--- config.mk ---
export PLATFORM = sky130hd
export DESIGN_NAME = decision_stump_threshold_sweep_top
export DESIGN_NICKNAME = d
export VERILOG_FILES = /design/src/rtl/dsts_pkg.sv /design/src/rtl/dsts_accum.sv /design/src/rtl/dsts_select.sv /design/src/rtl/decision_stump_threshold_sweep_top.sv
export SDC_FILE = /design/constraint.sdc
export NUM_CORES = 1
export LEC_CHECK = 0
export BUFFER_PORTS_ARGS = -buffer_cell sky130_fd_sc_hd__buf_4
export CAP_MARGIN = 10
export CORE_AREA = 2 2 231 290
export CTS_CLUSTER_DIAMETER = 80
export DETAILED_ROUTE_END_ITERATION = 10
export DIE_AREA = 0 0 233 292
export MAX_ROUTING_LAYER = met4
export PLACE_DENSITY = 0.81
export SLEW_MARGIN = 10
export SYNTH_ARGS = -nofsm -noshare
export SYNTH_HDL_FRONTEND = slang
export SYNTH_SLANG_ARGS = --single-unit
--- constraint.sdc ---
create_clock -name clk -period 17.3 [get_ports clk]
set_input_delay 1.73 -clock clk [delete_from_list [all_inputs] [get_ports clk]]
set_output_delay 1.73 -clock clk [all_outputs]
set_load 0.05 [all_outputs]
--- src/rtl/dsts_pkg.sv ---
// Shared types for the decision stump threshold sweep.
package dsts_pkg;

	// One weighted, labelled sample.
	typedef struct packed {
		logic signed [15:0] feature_value;
		logic               is_positive;
		logic [15:0]        weight;
		logic               last;
	} sample_t;

	// One trained stump.
	typedef struct packed {
		logic signed [15:0] threshold;
		logic               polarity_negative;
		logic [31:0]        best_error;
		logic [31:0]        total_weight;
		logic               order_fault;
	} stump_t;

	// Run totals and candidates captured on the last sample of a run.
	typedef struct packed {
		logic [31:0]        pos_sum;
		logic [31:0]        neg_sum;
		logic               boundary_seen;
		logic signed [32:0] diff_min;
		logic signed [32:0] diff_max;
		logic signed [15:0] thr_min;
		logic signed [15:0] thr_max;
		logic               max_first;
		logic signed [15:0] first_value;
		logic               fault;
	} snap_t;

endpackage

--- src/rtl/dsts_accum.sv ---
// Running weight sums and boundary tracking for one training run.
module dsts_accum #(
	parameter int MAX_SAMPLES = 65536,
	parameter int WEIGHT_BITS = 16,
	parameter int VALUE_BITS  = 16
) (
	input  logic              clk,
	input  logic              arst_n,
	input  logic              go,
	input  dsts_pkg::sample_t item,
	output dsts_pkg::snap_t   snap
);

	localparam int VB = (VALUE_BITS < 16) ? VALUE_BITS : 16;
	localparam int WB = (WEIGHT_BITS < 16) ? WEIGHT_BITS : 16;
	localparam int IW = $clog2(MAX_SAMPLES);
	localparam logic [IW-1:0] IDX_MAX = IW'(MAX_SAMPLES - 1);

	logic               started_q;
	logic signed [15:0] first_q;
	logic signed [15:0] prev_q;
	logic [31:0]        pos_q;
	logic [31:0]        neg_q;
	logic               bseen_q;
	logic [IW-1:0]      count_q;
	logic signed [32:0] dmin_q;
	logic signed [32:0] dmax_q;
	logic signed [15:0] thr_min_q;
	logic signed [15:0] thr_max_q;
	logic [IW-1:0]      idx_min_q;
	logic [IW-1:0]      idx_max_q;
	logic               fault_q;

	logic               started_n;
	logic signed [15:0] first_n;
	logic signed [15:0] prev_n;
	logic [31:0]        pos_n;
	logic [31:0]        neg_n;
	logic               bseen_n;
	logic [IW-1:0]      count_n;
	logic signed [32:0] dmin_n;
	logic signed [32:0] dmax_n;
	logic signed [15:0] thr_min_n;
	logic signed [15:0] thr_max_n;
	logic [IW-1:0]      idx_min_n;
	logic [IW-1:0]      idx_max_n;
	logic               fault_n;

	logic signed [VB-1:0] v_raw;
	logic signed [15:0]   v;
	logic [31:0]          w;
	logic signed [32:0]   d;
	logic [32:0]          pos_add;
	logic [32:0]          neg_add;

	assign v_raw   = item.feature_value[VB-1:0];
	assign v       = 16'(v_raw);
	assign w       = 32'(item.weight[WB-1:0]);
	assign d       = $signed({1'b0, neg_q}) - $signed({1'b0, pos_q});
	assign pos_add = {1'b0, pos_q} + {1'b0, w};
	assign neg_add = {1'b0, neg_q} + {1'b0, w};

	always_comb begin
		started_n = started_q;
		first_n   = first_q;
		prev_n    = prev_q;
		pos_n     = pos_q;
		neg_n     = neg_q;
		bseen_n   = bseen_q;
		count_n   = count_q;
		dmin_n    = dmin_q;
		dmax_n    = dmax_q;
		thr_min_n = thr_min_q;
		thr_max_n = thr_max_q;
		idx_min_n = idx_min_q;
		idx_max_n = idx_max_q;
		fault_n   = fault_q;

		if (!started_q) begin
			started_n = 1'b1;
			first_n   = v;
			prev_n    = v;
		end else if (v < prev_q) begin
			fault_n = 1'b1;
			prev_n  = v;
		end else if (v > prev_q) begin
			// boundary: keep the earliest extreme of neg minus pos
			if (!bseen_q || d < dmin_q) begin
				dmin_n    = d;
				thr_min_n = v;
				idx_min_n = count_q;
			end
			if (!bseen_q || d > dmax_q) begin
				dmax_n    = d;
				thr_max_n = v;
				idx_max_n = count_q;
			end
			bseen_n = 1'b1;
			if (count_q < IDX_MAX) begin
				count_n = count_q + 1'b1;
			end
			prev_n = v;
		end

		if (item.is_positive) begin
			pos_n = pos_add[32] ? '1 : pos_add[31:0];
		end else begin
			neg_n = neg_add[32] ? '1 : neg_add[31:0];
		end
	end

	assign snap.pos_sum       = pos_n;
	assign snap.neg_sum       = neg_n;
	assign snap.boundary_seen = bseen_n;
	assign snap.diff_min      = dmin_n;
	assign snap.diff_max      = dmax_n;
	assign snap.thr_min       = thr_min_n;
	assign snap.thr_max       = thr_max_n;
	assign snap.max_first     = idx_max_n < idx_min_n;
	assign snap.first_value   = first_n;
	assign snap.fault         = fault_n;

	always_ff @(posedge clk or negedge arst_n) begin
		if (!arst_n) begin
			started_q <= 1'b0;
			first_q   <= '0;
			prev_q    <= '0;
			pos_q     <= '0;
			neg_q     <= '0;
			bseen_q   <= 1'b0;
			count_q   <= '0;
			dmin_q    <= '0;
			dmax_q    <= '0;
			thr_min_q <= '0;
			thr_max_q <= '0;
			idx_min_q <= '0;
			idx_max_q <= '0;
			fault_q   <= 1'b0;
		end else if (go) begin
			if (item.last) begin
				// run done: start the next one clean
				started_q <= 1'b0;
				first_q   <= '0;
				prev_q    <= '0;
				pos_q     <= '0;
				neg_q     <= '0;
				bseen_q   <= 1'b0;
				count_q   <= '0;
				dmin_q    <= '0;
				dmax_q    <= '0;
				thr_min_q <= '0;
				thr_max_q <= '0;
				idx_min_q <= '0;
				idx_max_q <= '0;
				fault_q   <= 1'b0;
			end else begin
				started_q <= started_n;
				first_q   <= first_n;
				prev_q    <= prev_n;
				pos_q     <= pos_n;
				neg_q     <= neg_n;
				bseen_q   <= bseen_n;
				count_q   <= count_n;
				dmin_q    <= dmin_n;
				dmax_q    <= dmax_n;
				thr_min_q <= thr_min_n;
				thr_max_q <= thr_max_n;
				idx_min_q <= idx_min_n;
				idx_max_q <= idx_max_n;
				fault_q   <= fault_n;
			end
		end
	end

endmodule

--- src/rtl/dsts_select.sv ---
// Picks the lowest-error stump from the captured run totals.
module dsts_select (
	input  dsts_pkg::snap_t  snap,
	output dsts_pkg::stump_t stump
);

	logic [32:0]        total;
	logic signed [33:0] total_s;
	logic signed [33:0] ep;
	logic signed [33:0] em;
	logic               p_ok;
	logic               m_ok;
	logic               pick_plus;
	logic               pick_minus;
	logic signed [33:0] err;

	assign total   = {1'b0, snap.pos_sum} + {1'b0, snap.neg_sum};
	assign total_s = $signed({1'b0, total});
	assign ep      = $signed({2'b00, snap.pos_sum}) + 34'(snap.diff_min);
	assign em      = $signed({2'b00, snap.neg_sum}) - 34'(snap.diff_max);
	assign p_ok    = snap.boundary_seen && (ep < total_s);
	assign m_ok    = snap.boundary_seen && (em < total_s);

	always_comb begin
		pick_plus  = 1'b0;
		pick_minus = 1'b0;
		if (p_ok && m_ok) begin
			// tie goes to the earlier boundary, then to polarity +1
			if (em < ep || (em == ep && snap.max_first)) begin
				pick_minus = 1'b1;
			end else begin
				pick_plus = 1'b1;
			end
		end else if (p_ok) begin
			pick_plus = 1'b1;
		end else if (m_ok) begin
			pick_minus = 1'b1;
		end
	end

	always_comb begin
		err                     = total_s;
		stump.threshold         = snap.first_value;
		stump.polarity_negative = 1'b0;
		if (pick_plus) begin
			err             = ep;
			stump.threshold = snap.thr_min;
		end else if (pick_minus) begin
			err                     = em;
			stump.threshold         = snap.thr_max;
			stump.polarity_negative = 1'b1;
		end
		if (err < 0) begin
			stump.best_error = '0;
		end else if (err[33:32] != 2'b00) begin
			stump.best_error = '1;
		end else begin
			stump.best_error = err[31:0];
		end
		stump.total_weight = total[32] ? '1 : total[31:0];
		stump.order_fault  = snap.fault;
	end

endmodule

--- src/rtl/decision_stump_threshold_sweep_top.sv ---
// Decision stump trainer: sample register, run accumulator, selection and result register.
// Takes one sorted sample per clock while a last sample finds room downstream. A sample
// goes into an input register; the accumulator then folds it into the running weight sums
// and boundary extremes, and for the last sample of a run captures the run totals into a
// snapshot register, from which the result register takes the chosen stump. The block
// sustains one sample per cycle while results are drained. The single saturating add and
// compare on the running sums sets the per-sample cost.
module decision_stump_threshold_sweep_top #(
	parameter int MAX_SAMPLES = 65536,
	parameter int WEIGHT_BITS = 16,
	parameter int VALUE_BITS  = 16
) (
	input  logic              clk,
	input  logic              arst_n,
	input  logic              sample_valid,
	output logic              sample_ready,
	input  dsts_pkg::sample_t sample,
	output logic              stump_valid,
	input  logic              stump_ready,
	output dsts_pkg::stump_t  stump
);

	logic              s1_valid_q;
	dsts_pkg::sample_t s1_q;
	logic              s2_valid_q;
	dsts_pkg::snap_t   s2_q;
	logic              out_valid_q;
	dsts_pkg::stump_t  out_q;

	dsts_pkg::snap_t   snap;
	dsts_pkg::stump_t  pick;

	logic out_free;
	logic s2_go;
	logic s2_free;
	logic s1_go;

	assign out_free     = !out_valid_q || stump_ready;
	assign s2_go        = s2_valid_q && out_free;
	assign s2_free      = !s2_valid_q || s2_go;
	// only a last word needs room downstream
	assign s1_go        = s1_valid_q && (!s1_q.last || s2_free);
	assign sample_ready = !s1_valid_q || s1_go;

	dsts_accum #(
		.MAX_SAMPLES (MAX_SAMPLES),
		.WEIGHT_BITS (WEIGHT_BITS),
		.VALUE_BITS  (VALUE_BITS)
	) u_accum (
		.clk    (clk),
		.arst_n (arst_n),
		.go     (s1_go),
		.item   (s1_q),
		.snap   (snap)
	);

	dsts_select u_select (
		.snap  (s2_q),
		.stump (pick)
	);

	always_ff @(posedge clk or negedge arst_n) begin
		if (!arst_n) begin
			s1_valid_q  <= 1'b0;
			s2_valid_q  <= 1'b0;
			out_valid_q <= 1'b0;
		end else begin
			if (sample_ready) begin
				s1_valid_q <= sample_valid;
			end
			if (s1_go && s1_q.last) begin
				s2_valid_q <= 1'b1;
			end else if (s2_go) begin
				s2_valid_q <= 1'b0;
			end
			if (s2_go) begin
				out_valid_q <= 1'b1;
			end else if (stump_ready) begin
				out_valid_q <= 1'b0;
			end
		end
	end

	always_ff @(posedge clk) begin
		if (sample_valid && sample_ready) begin
			s1_q <= sample;
		end
		if (s1_go && s1_q.last) begin
			s2_q <= snap;
		end
		if (s2_go) begin
			out_q <= pick;
		end
	end

	assign stump_valid = out_valid_q;
	assign stump       = out_q;

endmodule

# After elaboration in Yosys (flattened, before gate mapping)
# Cells that the tools add are included.
# totals
regBits	545
out_inout_bits	84
inputBits	38
elab_cells	155
# op_classes
n_addsub	7
eq_ne	3
magnitude_cmp	10
n_reduce_logical	28
mux	71
# op_table
cell	count
16-bit 2-to-1 mux	32
33-bit 2-to-1 mux	10
32-bit 2-to-1 mux	7
34-bit < comparator	3
34-bit 2-to-1 mux	2
32-bit by 16-bit adder with 33-bit output	2
33-bit by 33-bit adder with 34-bit output	1
34-bit == test	1
34-bit by 1-bit < comparator with 1-bit output (second input constant)	1
33-bit by 33-bit subtractor with 34-bit output	1
32-bit by 32-bit adder with 33-bit output	1
33-bit greater-than comparator	1
33-bit < comparator	1
32-bit by 32-bit subtractor with 33-bit output	1
16-bit < comparator	2
1-bit 2-to-1 mux	19
17-bit 2-to-1 mux	1
16-bit by 1-bit adder with 16-bit output (second input constant)	1
16-bit greater-than comparator	1
16-bit < comparator (second input constant)	1
2-bit nonzero test	6
1-bit logical AND	8
1-bit logical OR	7
1-bit logical NOT	5
other kinds (4)	4

# Logic depth before layout (Yosys ltp)
# logic_depth
ltp_word	10
depth_mapped	33
ltp_nobuf	32

# By module
# A second synthesis with hierarchy kept.
# unflattened
hier_cells	3532
area_unflattened_um2	35965.7
# by_module_without_submodules
mod	cells_per_inst	instances	seq_area_each_um2	area_per_inst_um2
dsts_accum	1943	1	6130.9	18011.0
decision_stump_threshold_sweep_top	313	1	8993.6	9077.5
dsts_select	1276	1	0.0	8877.3

# Least setup slack after synthesis
# OpenSTA, ideal clock, no wires.
# synth_timing
path_type	in2reg
startpoint	input port stump_ready
endpoint	register s2_q[0] in the netlist's numbering (enable)
stages	8
slack_ps	8800
t_arrival_ps	7884
setup_time_ps	616
path_cell_list	nor2b_1 nand3_1 and2_1 clkbuf_1 nand2_1 inv_1 buf_1 clkbuf_1
# synth_via
elab_chain_cells	6
# synth_rtl
item	line	rtl
from (decl)	decision_stump_threshold_sweep_top.sv:19	input logic stump_ready,
1-bit logical OR	decision_stump_threshold_sweep_top.sv:38	assign out_free = !out_valid_q || stump_ready;
1-bit logical AND	decision_stump_threshold_sweep_top.sv:39	assign s2_go = s2_valid_q && out_free;
1-bit logical OR	decision_stump_threshold_sweep_top.sv:40	assign s2_free = !s2_valid_q || s2_go;
1-bit logical OR	decision_stump_threshold_sweep_top.sv:42	assign s1_go = s1_valid_q && (!s1_q.last || s2_free);
1-bit logical AND	decision_stump_threshold_sweep_top.sv:42	
1-bit logical AND	decision_stump_threshold_sweep_top.sv:88	if (s1_go && s1_q.last) begin
to (signal assigned)	decision_stump_threshold_sweep_top.sv:89	s2_q <= snap;
to (decl)	decision_stump_threshold_sweep_top.sv:26	dsts_pkg::snap_t s2_q;
# Every way passes these cells.
# A chain may end at the register's enable or synchronous reset.

# Final worst setup path
# layout_timing
startpoint	register s2_q[149] in the netlist's numbering
endpoint	register out_q, in the netlist stump[49] (data pin)
# layout_via
elab_chain_cells	10
# layout_rtl
item	line	rtl
32-bit by 32-bit adder with 33-bit output / 33-bit by 33-bit adder with 34-bit output (equally long branches)	dsts_select.sv:17, dsts_select.sv:19	
34-bit < comparator / 34-bit == test (equally long branches)	dsts_select.sv:22, dsts_select.sv:29	
1-bit logical AND (on tied branches)	dsts_select.sv:22, dsts_select.sv:29	
1-bit 2-to-1 mux / 1-bit logical OR (equally long branches)	dsts_select.sv:36, dsts_select.sv:29	
1-bit 2-to-1 mux (on tied branches)	dsts_select.sv:34, dsts_select.sv:29	
1-bit 2-to-1 mux	dsts_select.sv:27	if (p_ok && m_ok) begin
34-bit 2-to-1 mux	dsts_select.sv:48	end else if (pick_minus) begin
34-bit 2-to-1 mux *	dsts_select.sv:45	if (pick_plus) begin
parallel branches: the longest is 2 deep, another holds 34-bit by 1-bit < comparator with 1-bit output	n/a	
to (signal assigned)	decision_stump_threshold_sweep_top.sv:92	out_q <= pick;
to (decl)	decision_stump_threshold_sweep_top.sv:28	dsts_pkg::stump_t out_q;
# Every way passes the cells marked *.

==> flow_results.org <==
** Critical path
- Worst r2r src :: s2_q[149]
- Slowest stage cell on the critical path :: sky130_fd_sc_hd__nor4bb_1
- STA classifies the critical path endpoint as a register.
- Cell repeated most along the worst path :: sky130_fd_sc_hd__a21oi_1
- Data arrives at the worst endpoint at around 8.4 ns.
- Number of buffer and inverter instances along the worst setup path :: 2
- Type of the setup path with the least slack :: reg -> reg
- Data on the critical path is required at its endpoint by between 15 and 20 ns.
- Series of cell instances along the critical path :: ha_1, fa_1, a21oi_1, o2111ai_1, nand2_1, o31ai_1, a21oi_1, nand2b_1, o21ai_0, xnor2_1, inv_1, ha_1, nand4_1, nor4bb_1, o211ai_1, a21oi_1, o22ai_1, a41o_1, a211oi_4, buf_4, mux2_1, mux2i_1, a21oi_1
- R2R Path End :: stump[49]
- Maximum fanout along the worst path :: 65
- Counting cells, the worst reg-to-reg path comes to 23.
- In this run the register-to-register setup slack is 9.33 ns.
- In this design, the largest share of critical-path delay is due to compound AO/OA/AOI/OAI gates.
- In this design, the stage delay of the slowest critical-path cell is 0.96 ns.
- Crit path launch type :: register

** Logic synthesis
- Number of register bits inferred by synthesis :: approximately 550
- The Yosys step of the flow raised 0 warnings.
- Synth cell types :: between 80 and 90
- Average size of a mapped cell :: 9.996 um2
- Predominant post-synthesis flop cell :: sky130_fd_sc_hd__edfxtp_1
- Synthesis produced a netlist with a net count of 3974.
- Seq/Total Area, Yosys :: 42.32%
- Synthesis handed over a netlist of 3575 instances.
- Fraction of registers with async set or reset after synthesis :: 45.50%
- Post-Synthesis Cell Area :: 35740 um2
- The synthesized design contains about 300 enable-type register cells.

** Global routing
- First-pass GRT wire length :: approximately 150000 um
- Antenna violations before repair :: 0
- GRT Residual Overflow :: 0
- The number of global-route vias before repair was roughly 27000.
- Global routing used about 29% of the available tracks across all layers.
- Pin count of the biggest net entering global routing :: roughly 170

** STA
- Once routing completed, OpenROAD measured the worst setup slack at 9.329 ns.
- Fin. Hold Viols :: 0
- The worst pin sits at a relative slew slack of between 20% and 30%.
- Slew at the pin with the worst max-slew slack :: roughly 1.2 ns
- Setup violations remaining at the end of the flow were counted as 0.
- Minimum clock period :: between 7 and 8 ns
- Final number of max-transition violations :: 0
- For the final routed database, the setup TNS stands at 0 ns.
- Maximum operating frequency :: 0.1254 GHz
- Share of the clock period used by the worst path :: between 40% and 50%
- Fin Clk Skew :: 0.07112 ns
- Setup repair after global routing missed its margin :: no

** Power and ir drop
- Largest vdd supply drop :: 0.1029 mV
- The design draws 6.142 mW.
- Power density over the cells :: 155.8 nW/um2
- Static Leak :: around 17 nW

** Place
- Port buffering added 121 buffers.
- Placement Cell Area :: about 37000 um2
- Gp weighted congestion :: 1.006
- Post-detailed-placement half-perimeter wirelength :: slightly below 70000 um
- Before CTS, the worst setup slack after placement is roughly 9.6 ns.
- Placed Cells :: roughly 4400

** Clocking
- After clock tree synthesis, the clock-pin slew on the worst setup and hold paths is roughly 0.07 ns.
- For this design, the CTS-stage hold fixing added 0 buffers.
- No sink is reached through more buffers than the 3 on the longest clock path.
- In this run the post-CTS setup repair buffer count came out at 0.
- For the worst-skew pair, the clock arrives at the later sink with an insertion delay of about 0.67 ns.
- CTS Root Cell :: sky130_fd_sc_hd__clkbuf_16
- Clock tree from TritonCTS :: done
- CTS saw roughly 550 sinks.
- Number of H-tree levels :: 2
- Total of cells resized after clock tree synthesis :: 0
- The number of clock buffers added by TritonCTS is between 50 and 60.

** Routing
- Top metal layer carrying routed signals :: met4
- Aggregate routed wire length :: between 90000 and 100000 um
- Number of vias per cell after detailed routing :: ~6.3
- In the final routing, the length of wire on met1 measures 38880 um.
- Via count :: around 28000
- Routed Antenna Nets :: 0
- DR iter-0 viols :: around 2400
- In the routed design, unresolved DRC markers number 0.
- For this run, the detailed router's first-pass iteration total came to 6.
- Wire segments on met3 add up to about 5500 um in the final route.
- Wire segments on met2 add up to roughly 46000 um in the final route.
- In the final routed layout, each cell accounts on average for about 21 um.

** Finish
- The finished cells cover around 40000 um2.
- Cells with a size suffix above 1 make up between 10% and 20% of the layout.
- For this run, the post-layout net count is slightly above 4000.
- Layout-stage area growth over the synthesis result :: 10.31%
- Layout Cells excl Fill :: approximately 4500
- 0 antenna diodes ended up in the layout.

** Status
- Result of the run :: completed

** Floorplan
- Top-level port count :: between 100 and 150
- Standard-cell rows :: about 110
- Core box area :: about 65000 um2
- Width of the die :: 233 um
- Vertical extent of the die :: between 200 and 300 um
- Die outline area :: slightly below 70000 um2
- Starting density of the core :: a little over half

** Hold path
- Cell depth of the worst hold path :: 0
- In this run the worst hold path is classified as reg -> reg.
- End of the worst hold path :: stump[0]
- In this run the most critical hold path is launched from s2_q[0].

** Job
- The tool flagged a number of max-cap violations equal to 0.
-- per-stage QoR --
step / util (%) / hold WS [ns]
floorplan: - / 0.4003
global placement: 57.33 / 0.4327
detailed placement: 57.33 / 0.4052
CTS: 60.37 / 0.4460
global route: 60.37 / 0.4699
finish: 60.37 / 0.4442
-- how the worst max path moves through the flow --
stage | start | end | slack [ns] | cells after the start
floorplan | stump_ready | s2_q[0] | 8.80 | 8
global placement | s2_q[127] | stump[49] | 9.64 | 20
detailed placement | s2_q[149] | stump[49] | 9.55 | 23
CTS | s2_q[149] | stump[49] | 9.45 | 23
global route | s2_q[149] | stump[49] | 9.25 | 23
finish | s2_q[149] | stump[49] | 9.33 | 23
-- where the power goes --
group / leakage (nW) / switching (mW) / internal (mW)
Combinational: 10.1 / 1.90 / 1.15
Sequential: 6.16 / 0.125 / 1.67
Clock: 0.948 / 0.557 / 0.730
-- area by class of cell --
class,instances,area (um2)
clock inverters,38,509.2
well taps,856,1071
clock buffers,66,1479
fillers,5335,25870
inverters,266,1006
flip-flops and latches,545,15120
repair buffers,146,1116
multi-input cells,2624,19110
-- cells in the mapped netlist, types with 13 or more instances --
library cell | count | area (um2)
sky130_fd_sc_hd__o21ai_1 | 67 | 335.3
sky130_fd_sc_hd__a31o_1 | 14 | 122.6
sky130_fd_sc_hd__nor4_1 | 15 | 93.84
sky130_fd_sc_hd__ha_1 | 355 | 4442
sky130_fd_sc_hd__mux2_2 | 85 | 957.2
sky130_fd_sc_hd__xnor2_1 | 99 | 867.1
sky130_fd_sc_hd__a211oi_1 | 29 | 217.7
sky130_fd_sc_hd__a22o_1 | 115 | 1007
sky130_fd_sc_hd__nor2_1 | 177 | 664.4
sky130_fd_sc_hd__nand4_1 | 55 | 344.1
sky130_fd_sc_hd__o221ai_1 | 13 | 113.9
sky130_fd_sc_hd__mux2_1 | 26 | 292.8
sky130_fd_sc_hd__a31oi_1 | 32 | 200.2
sky130_fd_sc_hd__nand2_1 | 316 | 1186
sky130_fd_sc_hd__a21oi_1 | 252 | 1261
sky130_fd_sc_hd__and3_1 | 32 | 200.2
sky130_fd_sc_hd__o21ai_0 | 135 | 675.7
sky130_fd_sc_hd__inv_1 | 264 | 991.0
sky130_fd_sc_hd__nand3_1 | 58 | 290.3
sky130_fd_sc_hd__o21a_1 | 40 | 300.3
sky130_fd_sc_hd__nor3_1 | 58 | 290.3
sky130_fd_sc_hd__and2_1 | 15 | 93.84
sky130_fd_sc_hd__xor2_1 | 63 | 551.8
sky130_fd_sc_hd__o211ai_1 | 26 | 195.2
sky130_fd_sc_hd__clkbuf_1 | 112 | 420.4
sky130_fd_sc_hd__nand3b_1 | 25 | 187.7
sky130_fd_sc_hd__o31ai_1 | 18 | 135.1
sky130_fd_sc_hd__o21bai_1 | 21 | 157.7
sky130_fd_sc_hd__edfxtp_1 | 297 | 8919
sky130_fd_sc_hd__o22ai_1 | 43 | 269.0
sky130_fd_sc_hd__nor2b_1 | 25 | 156.4
sky130_fd_sc_hd__buf_2 | 18 | 90.09
sky130_fd_sc_hd__a2bb2oi_1 | 17 | 148.9
sky130_fd_sc_hd__nand2b_1 | 27 | 168.9
sky130_fd_sc_hd__mux2i_1 | 24 | 240.2
sky130_fd_sc_hd__or3_1 | 27 | 168.9
sky130_fd_sc_hd__a21o_1 | 105 | 788.3
sky130_fd_sc_hd__or2_2 | 26 | 162.7
sky130_fd_sc_hd__dfrtp_1 | 248 | 6206
sky130_fd_sc_hd__a22oi_1 | 30 | 225.2
sky130_fd_sc_hd__a31o_2 | 13 | 113.9
-- sequential cells by signal, indices dropped and copies added, names as in the netlist --
name / flops
stump_valid: 1
u_accum.thr_min_q: 16
u_accum.dmin_q: 33
u_accum.started_q: 1
u_accum.dmax_q: 33
u_accum.idx_max_q: 16
u_accum.neg_q: 32
u_accum.first_q: 16
u_accum.fault_q: 1
stump: 82
s2_valid_q: 1
u_accum.bseen_q: 1
u_accum.count_q: 16
u_accum.pos_q: 32
s1_q: 34
s1_valid_q: 1
u_accum.idx_min_q: 16
u_accum.thr_max_q: 16
s2_q: 181
u_accum.prev_q: 16
-- per-layer routing --
| metal | up-vias | track usage (%) |
|---|---|---|
| met1 | 13730 | 35.57 |
| met2 | 1016 | 46.89 |
| met3 | 238 | 2.910 |
| met5 | - | - |
| li1 | 13440 | - |
| met4 | 0 | 13.02 |
-- kinds of logic after synthesis --
| family | count (synthesis) | synth area share, % |
|---|---|---|
| compound gates | 1075 | 20.31 |
| simple gates | 891 | 12.06 |
| flops | 545 | 42.32 |
| buf+inv | 406 | 4.401 |
| fa+ha+maj | 361 | 12.77 |
| xor+xnor | 162 | 3.970 |
| mux | 135 | 4.170 |
-- worst register-to-register path: stages, from the launching register on --
cell and delay [ns]:
sky130_fd_sc_hd__edfxtp_1 0.41, sky130_fd_sc_hd__ha_1 0.24, sky130_fd_sc_hd__fa_1 0.40, sky130_fd_sc_hd__a21oi_1 0.27, sky130_fd_sc_hd__o2111ai_1 0.21, sky130_fd_sc_hd__nand2_1 0.21
sky130_fd_sc_hd__o31ai_1 0.18, sky130_fd_sc_hd__a21oi_1 0.44, sky130_fd_sc_hd__nand2b_1 0.20, sky130_fd_sc_hd__o21ai_0 0.11, sky130_fd_sc_hd__xnor2_1 0.36, sky130_fd_sc_hd__inv_1 0.09
sky130_fd_sc_hd__ha_1 0.30, sky130_fd_sc_hd__nand4_1 0.16, sky130_fd_sc_hd__nor4bb_1 0.96, sky130_fd_sc_hd__o211ai_1 0.22, sky130_fd_sc_hd__a21oi_1 0.63, sky130_fd_sc_hd__o22ai_1 0.24
sky130_fd_sc_hd__a41o_1 0.33, sky130_fd_sc_hd__a211oi_4 0.34, sky130_fd_sc_hd__buf_4 0.69, sky130_fd_sc_hd__mux2_1 0.44, sky130_fd_sc_hd__mux2i_1 0.18, sky130_fd_sc_hd__a21oi_1 0.10
-- cell usage in the layout (no fill, tap or decap), types with 14 or more instances in the layout --
cell	instances
sky130_fd_sc_hd__nand2_1	315
sky130_fd_sc_hd__o31ai_1	17
sky130_fd_sc_hd__a22oi_1	30
sky130_fd_sc_hd__xnor2_1	99
sky130_fd_sc_hd__or2_2	26
sky130_fd_sc_hd__a21o_1	105
sky130_fd_sc_hd__edfxtp_1	297
sky130_fd_sc_hd__mux2i_1	24
sky130_fd_sc_hd__xor2_1	63
sky130_fd_sc_hd__ha_1	355
sky130_fd_sc_hd__o21ai_0	135
sky130_fd_sc_hd__or3_1	27
sky130_fd_sc_hd__nor4_1	15
sky130_fd_sc_hd__a22o_1	115
sky130_fd_sc_hd__nand4_1	55
sky130_fd_sc_hd__nand3_1	58
sky130_fd_sc_hd__nand3b_1	25
sky130_fd_sc_hd__a31o_1	14
sky130_fd_sc_hd__a2bb2oi_1	17
sky130_fd_sc_hd__nand2b_1	27
sky130_fd_sc_hd__clkbuf_16	56
sky130_fd_sc_hd__o21bai_1	21
sky130_fd_sc_hd__o21ai_1	67
sky130_fd_sc_hd__nor2b_1	24
sky130_fd_sc_hd__mux2_1	26
sky130_fd_sc_hd__o21a_1	40
sky130_fd_sc_hd__o22ai_1	42
sky130_fd_sc_hd__buf_4	144
sky130_fd_sc_hd__a21oi_1	251
sky130_fd_sc_hd__nor3_1	58
sky130_fd_sc_hd__and3_1	32
sky130_fd_sc_hd__dfrtp_1	248
sky130_fd_sc_hd__nor2_1	176
sky130_fd_sc_hd__mux2_2	85
sky130_fd_sc_hd__a211oi_1	29
sky130_fd_sc_hd__o211ai_1	26
sky130_fd_sc_hd__inv_1	263
sky130_fd_sc_hd__a31oi_1	32
No activity file was read; power rests on OpenSTA's default activity.
